===== src/rtl/core/skw_pkg.sv =====
// shared types and constants of the self-keying word stream cipher
`timescale 1ns / 1ps

package skw_pkg;

  localparam int unsigned WORD_W = 32;
  localparam int unsigned KIDX_W = 5;
  localparam int unsigned KLEN_W = 5;
  localparam int unsigned CFG_IW = 1;
  localparam int unsigned CFG_DW = 5;
  localparam int unsigned DIV_CW = 6;

  localparam logic [DIV_CW-1:0] DIV_STEPS = 6'd32;

  // configuration register indexes
  localparam logic [CFG_IW-1:0] CFG_KEY_LENGTH = 1'b0;
  localparam logic [CFG_IW-1:0] CFG_DIRECTION  = 1'b1;

  // input word modes
  localparam logic MODE_KEY  = 1'b0;
  localparam logic MODE_DATA = 1'b1;

  localparam logic DIR_ENCRYPT = 1'b1;

  localparam logic [KLEN_W-1:0] KEY_LENGTH_RST = 5'd31;

  // remainder operations, in the order they run
  typedef enum logic [2:0] {
    OP_KA,
    OP_KB,
    OP_KC,
    OP_PA,
    OP_PB,
    OP_PC,
    OP_CS
  } skw_op_e;

  // key store read address select
  typedef enum logic [2:0] {
    RS_OP,
    RS_PA,
    RS_PB,
    RS_PC,
    RS_CS
  } skw_rsel_e;

  typedef struct packed {
    skw_op_e   op;
    skw_rsel_e rd_sel;
    logic      div_start;
    logic      div_wait;
    logic      cap_mix;
    logic      cap_res;
    logic      wr_rot;
    logic      wr_fold;
    logic      wr_cnt;
    logic      commit;
    logic      out_load;
  } skw_cmd_t;

  typedef struct packed {
    logic div_done;
    logic out_busy;
  } skw_stat_t;

endpackage


===== src/rtl/core/skw_div.sv =====
// serial remainder unit, one dividend bit per cycle
`timescale 1ns / 1ps

module skw_div #(
  parameter int unsigned DW = 5
) (
  input  logic                      clk_i,
  input  logic                      rst_ni,
  input  logic                      start_i,
  input  logic [skw_pkg::WORD_W-1:0] dividend_i,
  input  logic [DW-1:0]             divisor_i,
  output logic [DW-1:0]             rem_o,
  output logic                      done_o
);

  logic                        active_q;
  logic                        done_q;
  logic [skw_pkg::DIV_CW-1:0]  cnt_q;
  logic [skw_pkg::WORD_W-1:0]  num_q;
  logic [DW-1:0]               rem_q;
  logic [DW-1:0]               rem_d;
  logic [DW:0]                 trial;

  // restoring step: bring in the next bit, subtract if it fits
  always_comb begin
    trial = {rem_q, num_q[skw_pkg::WORD_W-1]};
    if (trial >= {1'b0, divisor_i}) begin
      rem_d = DW'(trial - {1'b0, divisor_i});
    end else begin
      rem_d = DW'(trial);
    end
  end

  always_ff @(posedge clk_i or negedge rst_ni) begin
    if (!rst_ni) begin
      active_q <= 1'b0;
      done_q   <= 1'b0;
      cnt_q    <= '0;
    end else begin
      done_q <= 1'b0;
      if (start_i) begin
        active_q <= 1'b1;
        cnt_q    <= skw_pkg::DIV_STEPS;
      end else if (active_q) begin
        cnt_q <= cnt_q - 1'b1;
        if (cnt_q == skw_pkg::DIV_CW'(1)) begin
          active_q <= 1'b0;
          done_q   <= 1'b1;
        end
      end
    end
  end

  always_ff @(posedge clk_i) begin
    if (start_i) begin
      num_q <= dividend_i;
      rem_q <= '0;
    end else if (active_q) begin
      num_q <= num_q << 1;
      rem_q <= rem_d;
    end
  end

  assign rem_o  = rem_q;
  assign done_o = done_q;

endmodule


===== src/rtl/core/skw_dp.sv =====
// datapath: key store, pointers, counter, config registers and output register
`timescale 1ns / 1ps

module skw_dp #(
  parameter int unsigned MAX_KEY_WORDS = 31
) (
  input  logic                        clk_i,
  input  logic                        rst_ni,
  input  skw_pkg::skw_cmd_t           cmd_i,
  output skw_pkg::skw_stat_t          stat_o,
  input  logic                        in_accept_i,
  input  logic                        mode_i,
  input  logic [skw_pkg::KIDX_W-1:0]  key_index_i,
  input  logic [skw_pkg::WORD_W-1:0]  word_i,
  input  logic                        start_of_message_i,
  input  logic                        cfg_we_i,
  input  logic [skw_pkg::CFG_IW-1:0]  cfg_index_i,
  input  logic [skw_pkg::CFG_DW-1:0]  cfg_data_i,
  input  logic                        out_stall_i,
  output logic                        out_valid_o,
  output logic [skw_pkg::WORD_W-1:0]  data_out_o
);

  localparam int unsigned IW = $clog2(MAX_KEY_WORDS);
  localparam int unsigned DW = $clog2(MAX_KEY_WORDS + 1);

  logic [skw_pkg::WORD_W-1:0] mem [MAX_KEY_WORDS];
  logic [skw_pkg::WORD_W-1:0] rdata_q;

  logic [skw_pkg::KLEN_W-1:0] key_length_q;
  logic                       direction_q;
  logic [IW-1:0]              ptr_a_q, ptr_b_q, ptr_c_q;
  logic [IW-1:0]              pa_q, pb_q, pc_q;
  logic [IW-1:0]              slot_q;
  logic [skw_pkg::WORD_W-1:0] cnt_q;
  logic [skw_pkg::WORD_W-1:0] word_q, tmp_q, res_q;
  logic                       out_valid_q;
  logic [skw_pkg::WORD_W-1:0] out_data_q;

  logic [DW-1:0]              len_n;
  logic [31:0]                kl_ext;
  logic [IW-1:0]              rd_addr;
  logic                       wr_en;
  logic [IW-1:0]              wr_addr;
  logic [skw_pkg::WORD_W-1:0] wr_data;
  logic [skw_pkg::WORD_W-1:0] rot;
  logic [skw_pkg::WORD_W-1:0] fb;
  logic                       key_wr;
  logic [skw_pkg::WORD_W-1:0] div_num;
  logic [DW-1:0]              div_den;
  logic [DW-1:0]              div_rem;
  logic                       div_done;
  logic                       store;

  // (p + 1 + r) mod n, with p < n and r < n - 1
  function automatic logic [IW-1:0] wrap_add(input logic [IW-1:0] p,
                                             input logic [DW-1:0] r,
                                             input logic [DW-1:0] n);
    logic [DW:0] s;
    s = (DW+1)'(p) + (DW+1)'(r) + (DW+1)'(1);
    if (s >= (DW+1)'(n)) begin
      s = s - (DW+1)'(n);
    end
    return IW'(s);
  endfunction

  // effective key length, saturated to 2..MAX_KEY_WORDS
  always_comb begin
    kl_ext = 32'(key_length_q);
    if (kl_ext < 32'd2) begin
      len_n = DW'(2);
    end else if (kl_ext > 32'(MAX_KEY_WORDS)) begin
      len_n = DW'(MAX_KEY_WORDS);
    end else begin
      len_n = DW'(kl_ext);
    end
  end

  assign key_wr = in_accept_i && (mode_i == skw_pkg::MODE_KEY) &&
                  (32'(key_index_i) < 32'(MAX_KEY_WORDS));
  assign rot    = {rdata_q[skw_pkg::WORD_W-2:0], rdata_q[skw_pkg::WORD_W-1]};
  assign fb     = (direction_q == skw_pkg::DIR_ENCRYPT) ? res_q : word_q;

  always_comb begin
    case (cmd_i.op)
      skw_pkg::OP_KA: rd_addr = IW'(0);
      skw_pkg::OP_KB: rd_addr = IW'(1);
      skw_pkg::OP_KC: rd_addr = IW'(2);
      skw_pkg::OP_PA: rd_addr = ptr_b_q;
      skw_pkg::OP_PB: rd_addr = ptr_c_q;
      skw_pkg::OP_PC: rd_addr = ptr_a_q;
      default:        rd_addr = ptr_a_q;
    endcase
    case (cmd_i.rd_sel)
      skw_pkg::RS_PA: rd_addr = pa_q;
      skw_pkg::RS_PB: rd_addr = pb_q;
      skw_pkg::RS_PC: rd_addr = pc_q;
      skw_pkg::RS_CS: rd_addr = slot_q;
      default:        ;
    endcase
  end

  always_comb begin
    wr_en   = 1'b0;
    wr_addr = IW'(key_index_i);
    wr_data = word_i;
    if (key_wr) begin
      wr_en = 1'b1;
    end else if (cmd_i.wr_rot) begin
      wr_en   = 1'b1;
      wr_addr = pc_q;
      wr_data = rot;
    end else if (cmd_i.wr_fold) begin
      wr_en   = 1'b1;
      wr_addr = pa_q;
      wr_data = rdata_q ^ tmp_q ^ fb;
    end else if (cmd_i.wr_cnt) begin
      wr_en   = 1'b1;
      wr_addr = slot_q;
      wr_data = rdata_q ^ cnt_q;
    end
  end

  always_ff @(posedge clk_i) begin
    if (wr_en) begin
      mem[wr_addr] <= wr_data;
    end
    rdata_q <= mem[rd_addr];
  end

  // remainder unit operands
  assign div_num = (cmd_i.op == skw_pkg::OP_CS) ? cnt_q : rdata_q;
  assign div_den = (cmd_i.op == skw_pkg::OP_PB || cmd_i.op == skw_pkg::OP_PC) ?
                   len_n - DW'(1) : len_n;

  skw_div #(
    .DW (DW)
  ) u_div (
    .clk_i      (clk_i),
    .rst_ni     (rst_ni),
    .start_i    (cmd_i.div_start),
    .dividend_i (div_num),
    .divisor_i  (div_den),
    .rem_o      (div_rem),
    .done_o     (div_done)
  );

  assign store = cmd_i.div_wait && div_done;

  // architectural state
  always_ff @(posedge clk_i or negedge rst_ni) begin
    if (!rst_ni) begin
      key_length_q <= skw_pkg::KEY_LENGTH_RST;
      direction_q  <= skw_pkg::DIR_ENCRYPT;
      ptr_a_q      <= '0;
      ptr_b_q      <= '0;
      ptr_c_q      <= '0;
      slot_q       <= '0;
      cnt_q        <= '0;
      out_valid_q  <= 1'b0;
    end else begin
      if (cfg_we_i) begin
        if (cfg_index_i == skw_pkg::CFG_KEY_LENGTH) begin
          key_length_q <= cfg_data_i;
        end else begin
          direction_q <= cfg_data_i[0];
        end
      end
      if (in_accept_i && mode_i == skw_pkg::MODE_DATA && start_of_message_i) begin
        cnt_q <= '0;
      end
      if (store) begin
        case (cmd_i.op)
          skw_pkg::OP_KA: ptr_a_q <= IW'(div_rem);
          skw_pkg::OP_KB: ptr_b_q <= IW'(div_rem);
          skw_pkg::OP_KC: ptr_c_q <= IW'(div_rem);
          skw_pkg::OP_CS: slot_q  <= IW'(div_rem);
          default:        ;
        endcase
      end
      if (cmd_i.commit) begin
        ptr_a_q <= pa_q;
        ptr_b_q <= pb_q;
        ptr_c_q <= pc_q;
        cnt_q   <= cnt_q + 1'b1;
      end
      if (cmd_i.out_load) begin
        out_valid_q <= 1'b1;
      end else if (!out_stall_i) begin
        out_valid_q <= 1'b0;
      end
    end
  end

  // working registers
  always_ff @(posedge clk_i) begin
    if (in_accept_i) begin
      word_q <= word_i;
    end
    if (store) begin
      case (cmd_i.op)
        skw_pkg::OP_PA: pa_q <= IW'(div_rem);
        skw_pkg::OP_PB: pb_q <= wrap_add(pa_q, div_rem, len_n);
        skw_pkg::OP_PC: pc_q <= wrap_add(pa_q, div_rem, len_n);
        default:        ;
      endcase
    end
    if (cmd_i.cap_mix) begin
      tmp_q <= word_q ^ rdata_q;
    end else if (cmd_i.wr_rot) begin
      tmp_q <= rot;
    end
    if (cmd_i.cap_res) begin
      res_q <= tmp_q ^ rdata_q;
    end
    if (cmd_i.out_load) begin
      out_data_q <= res_q;
    end
  end

  assign stat_o.div_done = div_done;
  assign stat_o.out_busy = out_valid_q && out_stall_i;
  assign out_valid_o     = out_valid_q;
  assign data_out_o      = out_data_q;

endmodule


===== src/rtl/core/skw_ctrl.sv =====
// controller: sequences the remainder operations and key store updates
`timescale 1ns / 1ps

module skw_ctrl (
  input  logic                clk_i,
  input  logic                rst_ni,
  input  logic                in_valid_i,
  output logic                in_stall_o,
  input  logic                mode_i,
  input  logic                start_of_message_i,
  input  skw_pkg::skw_stat_t  stat_i,
  output skw_pkg::skw_cmd_t   cmd_o
);

  typedef enum logic [3:0] {
    S_IDLE,
    S_DREAD,
    S_DSTART,
    S_DWAIT,
    S_RD_A,
    S_RD_B,
    S_RD_C,
    S_ROT,
    S_RD_A2,
    S_FOLD,
    S_RD_S,
    S_CNT,
    S_DONE
  } state_e;

  state_e           state_q;
  skw_pkg::skw_op_e op_q;
  logic             accept;

  function automatic skw_pkg::skw_op_e next_op(input skw_pkg::skw_op_e op);
    case (op)
      skw_pkg::OP_KA: return skw_pkg::OP_KB;
      skw_pkg::OP_KB: return skw_pkg::OP_KC;
      skw_pkg::OP_KC: return skw_pkg::OP_PA;
      skw_pkg::OP_PA: return skw_pkg::OP_PB;
      skw_pkg::OP_PB: return skw_pkg::OP_PC;
      default:        return skw_pkg::OP_CS;
    endcase
  endfunction

  assign in_stall_o = (state_q != S_IDLE);
  assign accept     = in_valid_i && !in_stall_o;

  always_ff @(posedge clk_i or negedge rst_ni) begin
    if (!rst_ni) begin
      state_q <= S_IDLE;
      op_q    <= skw_pkg::OP_PA;
    end else begin
      case (state_q)
        S_IDLE: begin
          if (accept && mode_i == skw_pkg::MODE_DATA) begin
            state_q <= S_DREAD;
            op_q    <= start_of_message_i ? skw_pkg::OP_KA : skw_pkg::OP_PA;
          end
        end
        S_DREAD:  state_q <= S_DSTART;
        S_DSTART: state_q <= S_DWAIT;
        S_DWAIT: begin
          if (stat_i.div_done) begin
            if (op_q == skw_pkg::OP_CS) begin
              state_q <= S_RD_A;
            end else begin
              op_q    <= next_op(op_q);
              state_q <= S_DREAD;
            end
          end
        end
        S_RD_A:  state_q <= S_RD_B;
        S_RD_B:  state_q <= S_RD_C;
        S_RD_C:  state_q <= S_ROT;
        S_ROT:   state_q <= S_RD_A2;
        S_RD_A2: state_q <= S_FOLD;
        S_FOLD:  state_q <= S_RD_S;
        S_RD_S:  state_q <= S_CNT;
        S_CNT:   state_q <= S_DONE;
        S_DONE: begin
          if (!stat_i.out_busy) begin
            state_q <= S_IDLE;
          end
        end
        default: state_q <= S_IDLE;
      endcase
    end
  end

  always_comb begin
    cmd_o        = '0;
    cmd_o.op     = op_q;
    cmd_o.rd_sel = skw_pkg::RS_OP;
    case (state_q)
      S_DSTART: cmd_o.div_start = 1'b1;
      S_DWAIT:  cmd_o.div_wait  = 1'b1;
      S_RD_A:   cmd_o.rd_sel    = skw_pkg::RS_PA;
      S_RD_B: begin
        cmd_o.rd_sel  = skw_pkg::RS_PB;
        cmd_o.cap_mix = 1'b1;
      end
      S_RD_C: begin
        cmd_o.rd_sel  = skw_pkg::RS_PC;
        cmd_o.cap_res = 1'b1;
      end
      S_ROT:    cmd_o.wr_rot  = 1'b1;
      S_RD_A2:  cmd_o.rd_sel  = skw_pkg::RS_PA;
      S_FOLD:   cmd_o.wr_fold = 1'b1;
      S_RD_S:   cmd_o.rd_sel  = skw_pkg::RS_CS;
      S_CNT: begin
        cmd_o.wr_cnt = 1'b1;
        cmd_o.commit = 1'b1;
      end
      S_DONE:   cmd_o.out_load = !stat_i.out_busy;
      default:  ;
    endcase
  end

endmodule


===== src/rtl/core/self_keying_word_stream_cipher_unit.sv =====
// top level of the self-keying word stream cipher
`timescale 1ns / 1ps

// stream cipher on 32-bit words whose key store changes with every data word.
// a key word (mode 0) is written into the key store in the cycle it is taken
// and gives no result; a data word (mode 1) gives one result word. each data
// word needs four reductions modulo the key length (or the key length minus
// one), all done by one serial remainder unit at one bit per cycle, and seven
// reductions when start of message is set (three more to reload the pointers).
// the key store is a single-port-read memory with registered read data; the
// final key updates run as eight short read/write steps after the reductions.
// the input stalls while a data word is in flight; a finished word sits in the
// output register, so the next input is taken while the result waits.
// the key store has no reset: a data word that reads a never-written key word
// gives an undefined result. the user must write configuration only while
// idle; the block itself does not enforce it.

module self_keying_word_stream_cipher_unit #(
  parameter int unsigned MAX_KEY_WORDS = 31
) (
  input  logic                        clk_i,
  input  logic                        rst_ni,
  // input words
  input  logic                        in_valid_i,
  output logic                        in_stall_o,
  input  logic                        mode_i,
  input  logic [skw_pkg::KIDX_W-1:0]  key_index_i,
  input  logic [skw_pkg::WORD_W-1:0]  word_i,
  input  logic                        start_of_message_i,
  // result words
  output logic                        out_valid_o,
  input  logic                        out_stall_i,
  output logic [skw_pkg::WORD_W-1:0]  data_out_o,
  // configuration writes
  input  logic                        cfg_we_i,
  input  logic [skw_pkg::CFG_IW-1:0]  cfg_index_i,
  input  logic [skw_pkg::CFG_DW-1:0]  cfg_data_i
);

  skw_pkg::skw_cmd_t  cmd;
  skw_pkg::skw_stat_t stat;
  logic               in_accept;

  assign in_accept = in_valid_i && !in_stall_o;

  // sequencer
  skw_ctrl u_ctrl (
    .clk_i              (clk_i),
    .rst_ni             (rst_ni),
    .in_valid_i         (in_valid_i),
    .in_stall_o         (in_stall_o),
    .mode_i             (mode_i),
    .start_of_message_i (start_of_message_i),
    .stat_i             (stat),
    .cmd_o              (cmd)
  );

  // key store, pointers, counter and remainder unit
  skw_dp #(
    .MAX_KEY_WORDS (MAX_KEY_WORDS)
  ) u_dp (
    .clk_i              (clk_i),
    .rst_ni             (rst_ni),
    .cmd_i              (cmd),
    .stat_o             (stat),
    .in_accept_i        (in_accept),
    .mode_i             (mode_i),
    .key_index_i        (key_index_i),
    .word_i             (word_i),
    .start_of_message_i (start_of_message_i),
    .cfg_we_i           (cfg_we_i),
    .cfg_index_i        (cfg_index_i),
    .cfg_data_i         (cfg_data_i),
    .out_stall_i        (out_stall_i),
    .out_valid_o        (out_valid_o),
    .data_out_o         (data_out_o)
  );

  // a data word always makes the block busy in the next cycle
  a_data_busy: assert property (@(posedge clk_i) disable iff (!rst_ni)
    (in_accept && mode_i == skw_pkg::MODE_DATA) |=> in_stall_o)
    else $error("data word accepted but block not busy");

  // the remainder unit never finishes in the cycle after a start
  a_div_latency: assert property (@(posedge clk_i) disable iff (!rst_ni)
    cmd.div_start |=> !stat.div_done)
    else $error("remainder unit finished too early");

  // a finished remainder is only ever seen while the sequencer waits for it
  a_div_waited: assert property (@(posedge clk_i) disable iff (!rst_ni)
    stat.div_done |-> cmd.div_wait)
    else $error("remainder finished outside the wait state");

  // a new result word appears only after an output load
  a_out_load: assert property (@(posedge clk_i) disable iff (!rst_ni)
    $rose(out_valid_o) |-> $past(cmd.out_load))
    else $error("result word appeared without a load");

endmodule

===== config.mk =====
export PLATFORM = sky130hd
export DESIGN_NAME = self_keying_word_stream_cipher_unit
export DESIGN_NICKNAME = d
export VERILOG_FILES = /design/src/rtl/core/skw_pkg.sv /design/src/rtl/core/skw_div.sv /design/src/rtl/core/skw_dp.sv /design/src/rtl/core/skw_ctrl.sv /design/src/rtl/core/self_keying_word_stream_cipher_unit.sv
export SDC_FILE = /design/constraint.sdc
export NUM_CORES = 2
export LEC_CHECK = 0
export BUFFER_PORTS_ARGS = -buffer_cell sky130_fd_sc_hd__buf_4
export CAP_MARGIN = 5
export CORE_MARGIN = 3
export CORE_UTILIZATION = 65
export DETAILED_ROUTE_END_ITERATION = 10
export PLACE_DENSITY = 0.83
export SYNTH_ARGS = -nofsm -noshare
export SYNTH_HDL_FRONTEND = slang
export SYNTH_SLANG_ARGS = --single-unit

===== constraint.sdc =====
create_clock -name clk_i -period 11.5 [get_ports clk_i]
set_input_delay 0.575 -clock clk_i [delete_from_list [all_inputs] [get_ports clk_i]]
set_output_delay 0.575 -clock clk_i [all_outputs]
set_load 0.005 [all_outputs]

==> metrics.txt <==
outcome completed; Mean Syn Cell Area 14.9 um2; DRT Pass-1 Iters 8; Area growth syn-to-layout 11.0%; Fillers 4,574; Yosys Warn Count 0; Pleak 0.0205 uW; PnR Total Power 18,100 uW; Achievable Freq 193 MHz; CP Launch Type register; Worst-Skew Late Latency 0.69 ns; Slew headroom 13.5%; Residual DRC 0; Synth Flop Type edfxtp_1; Final Util 73.0%; slowest CP cell buf_4; share of cells above drive strength 1 13.6%; Chip Height 292 um; most frequent cell after synthesis edfxtp_1; WP data required 12.06 ns; Fin Setup TNS 0 ns; fin area 0.0589 mm2; register area share after synthesis 70.9%; Reg area 0.0376 mm2; post-route clock period utilization 45.2%; Die Area 0.0851 mm2; worst-path cell chain buf_4, nand2_1, a21oi_1, a22o_4, buf_12, buf_4, mux4_2, a2111oi_0, a211oi_1; pin count of the biggest net entering global routing 140; Placer Congestion 0.892; core box area 0.0807 mm2; Yosys top cell area share 66.0%; DR vias 32.5k; ys async rst share 5.79%; netlist area before placement 0.0531 mm2; Crit Path Category register to register; Crit Path Max Fanout 139; gr ovfl total 0; Final nets 3,683; setup violators final 0; Synth top cells by count edfxtp_1, nand2_1, mux2i_1; GRT Util Overall 32.2%; Max Slew Vio Count 0; Post-synth EDFFs 1,167; DP Wirelength 74.2 mm; leading area contributor after synthesis edfxtp_1; CTS Sinks 1,278; DIE WIDTH 292 um; Multi-input gate area 0.0148 mm2; initial antenna violation count 0; worst hold path type input port to async pin; WL final 138 mm; flops & latches, synth 1,278; syn nets 3,640; RSZ-0062 raised after global routing no; Period minus WS final 5.19 ns; most used cell, CP buf_4; vias in the first global route 32.0k; Fin. Hold Viols 0; DRT iter0 DRCs 4,576; Hold Buf Count CTS 0; post-CTS setup buffers 0; Bufs on Longest Clock Path 3; Initial Utilization 65.8%; Slew @ Worst Pin 1.30 ns; Pwr Density 308 mW/mm2; max cap viols 0; row count 104; hold_ws 0.0507 ns; WL/cell 28.9 um; Placed Area 0.0550 mm2; Cells after Synth 3,571; H-tree depth 3; Reg clk slew, reported paths 0.06 ns; ANT cells 0; type of destination of the critical path register; slowest stage delay, CP 0.91 ns; largest cells by area after synthesis edfxtp_1, mux2i_1, nand2_1; skew final 0.0367 ns; CTS tree done; post-CTS sizing 0; critical path data arrival time 5.75 ns; I/O pin total 84; first-pass GRT wire length 204 mm; Port Buffers 83; post-route ant nets 0; CTS Buf Count 117; vias per inst 6.81; peak supply drop 0.000437 V; unique cell type count in the Yosys netlist 70; Root Buffer clkbuf_16
==> where the power goes <==
part / switching (uW) / internal (uW)
clock network: 1670 / 2190
registers: 504 / 6170
logic: 4950 / 2650
==> final cells by class <==
| cell class | count | area share, % |
|---|---|---|
| Inverter | 21 | 0.134 |
| Timing Repair Buffer | 159 | 2.12 |
| Clock buffer | 164 | 5.57 |
| Multi-Input combinational cell | 2037 | 25.1 |
| Sequential cell | 1278 | 63.9 |
| Tap cell | 1060 | 2.25 |
| Clock inverter | 55 | 0.905 |
==> final timing paths <==
check | slack [ns] | depth (start not counted) | end | from
max reg2reg | 6.31 | 9 | u_dp.rdata_q[0] | u_ctrl.state_q[1]
min | 0.05 | 1 | u_dp.u_div.cnt_q[1] | rst_ni
min in group clk_i | 0.08 | 1 | u_dp.word_q[7] | word_i[7]
max in group asynchronous | 10.73 | 1 | u_ctrl.state_q[1] | rst_ni
min reg2reg | 0.46 | 0 | u_dp.data_out_o[7] | u_dp.res_q[7]
max | 6.31 | 9 | u_dp.rdata_q[0] | u_ctrl.state_q[1]
==> state kept, by name, summed over array words and instances, names as in the netlist, 3 cells and up <==
| name | cells |
|---|---|
| u_ctrl.op_q | 3 |
| u_ctrl.state_q | 4 |
| u_dp.cnt_q | 32 |
| u_dp.data_out_o | 32 |
| u_dp.key_length_q | 5 |
| u_dp.mem | 992 |
| u_dp.pa_q | 5 |
| u_dp.pb_q | 5 |
| u_dp.pc_q | 5 |
| u_dp.ptr_a_q | 5 |
| u_dp.ptr_b_q | 5 |
| u_dp.ptr_c_q | 5 |
| u_dp.rdata_q | 32 |
| u_dp.res_q | 32 |
| u_dp.slot_q | 5 |
| u_dp.tmp_q | 32 |
| u_dp.u_div.cnt_q | 6 |
| u_dp.u_div.num_q | 32 |
| u_dp.u_div.rem_o | 5 |
| u_dp.word_q | 32 |
==> cells in the final DEF (no fill, tap or decap), types with 7 or more instances in the layout <==
cell type,n
xnor2_1,78
o31ai_1,8
clkbuf_16,120
clkbuf_8,11
nand2b_1,7
buf_4,154
a21oi_1,123
o22ai_1,39
inv_1,21
xor2_1,70
ha_1,17
dfxtp_1,37
o21ai_1,8
clkbuf_1,33
bufinv_16,9
mux4_2,64
nand2_1,441
edfxtp_1,1167
nand3_1,33
nor3_1,73
nor2b_1,11
mux2_2,9
a211oi_1,69
o21ai_0,160
clkinv_1,16
dfrtp_1,65
a311oi_1,32
o21ai_2,26
nor2_1,120
dfstp_2,8
a31oi_1,67
a2111oi_0,32
clkinv_2,19
mux2i_1,404
nor2_4,35
and3_1,12
==> kinds of logic (layout without fill, tap and decap cells) <==
logic type	after synthesis	count (layout)	synth area share (%)
compound gates	610	610	7.21
xor+xnor	148	148	2.44
simple gates	781	781	6.21
flops	1278	1278	70.9
buf+inv	256	399	2.15
fa+ha+maj	21	21	0.514
mux	477	477	10.5
==> through the flow <==
stage	instances	setup slack, ns
finish	4774	6.31
global route	4774	5.91
CTS	4772	6.40
detailed placement	4553	6.43
global placement	4553	6.48
floorplan	3571	7.01
==> worst max-delay path: cells and delay by family, from the launching register on <==
| kind | cells | cell delay, ns |
|---|---|---|
| buffers and inverters | 3 | 2.15 |
| AOI/OAI and AO/OA | 4 | 1.35 |
| muxes | 1 | 0.60 |
| DFF | 1 | 0.35 |
| and+or+nand+nor | 1 | 0.35 |
==> per-layer routing <==
layer  vias to the layer above  routed length [um]  global-route usage, %
met5                         -                   0                      0
met4                         0                7490                   16.3
met3                       500               17600                   8.74
met2                      2361               64200                   50.2
met1                     16000               48500                   42.3
li1                      13700                   -                      -
No activity file was read; power rests on OpenSTA's default activity.
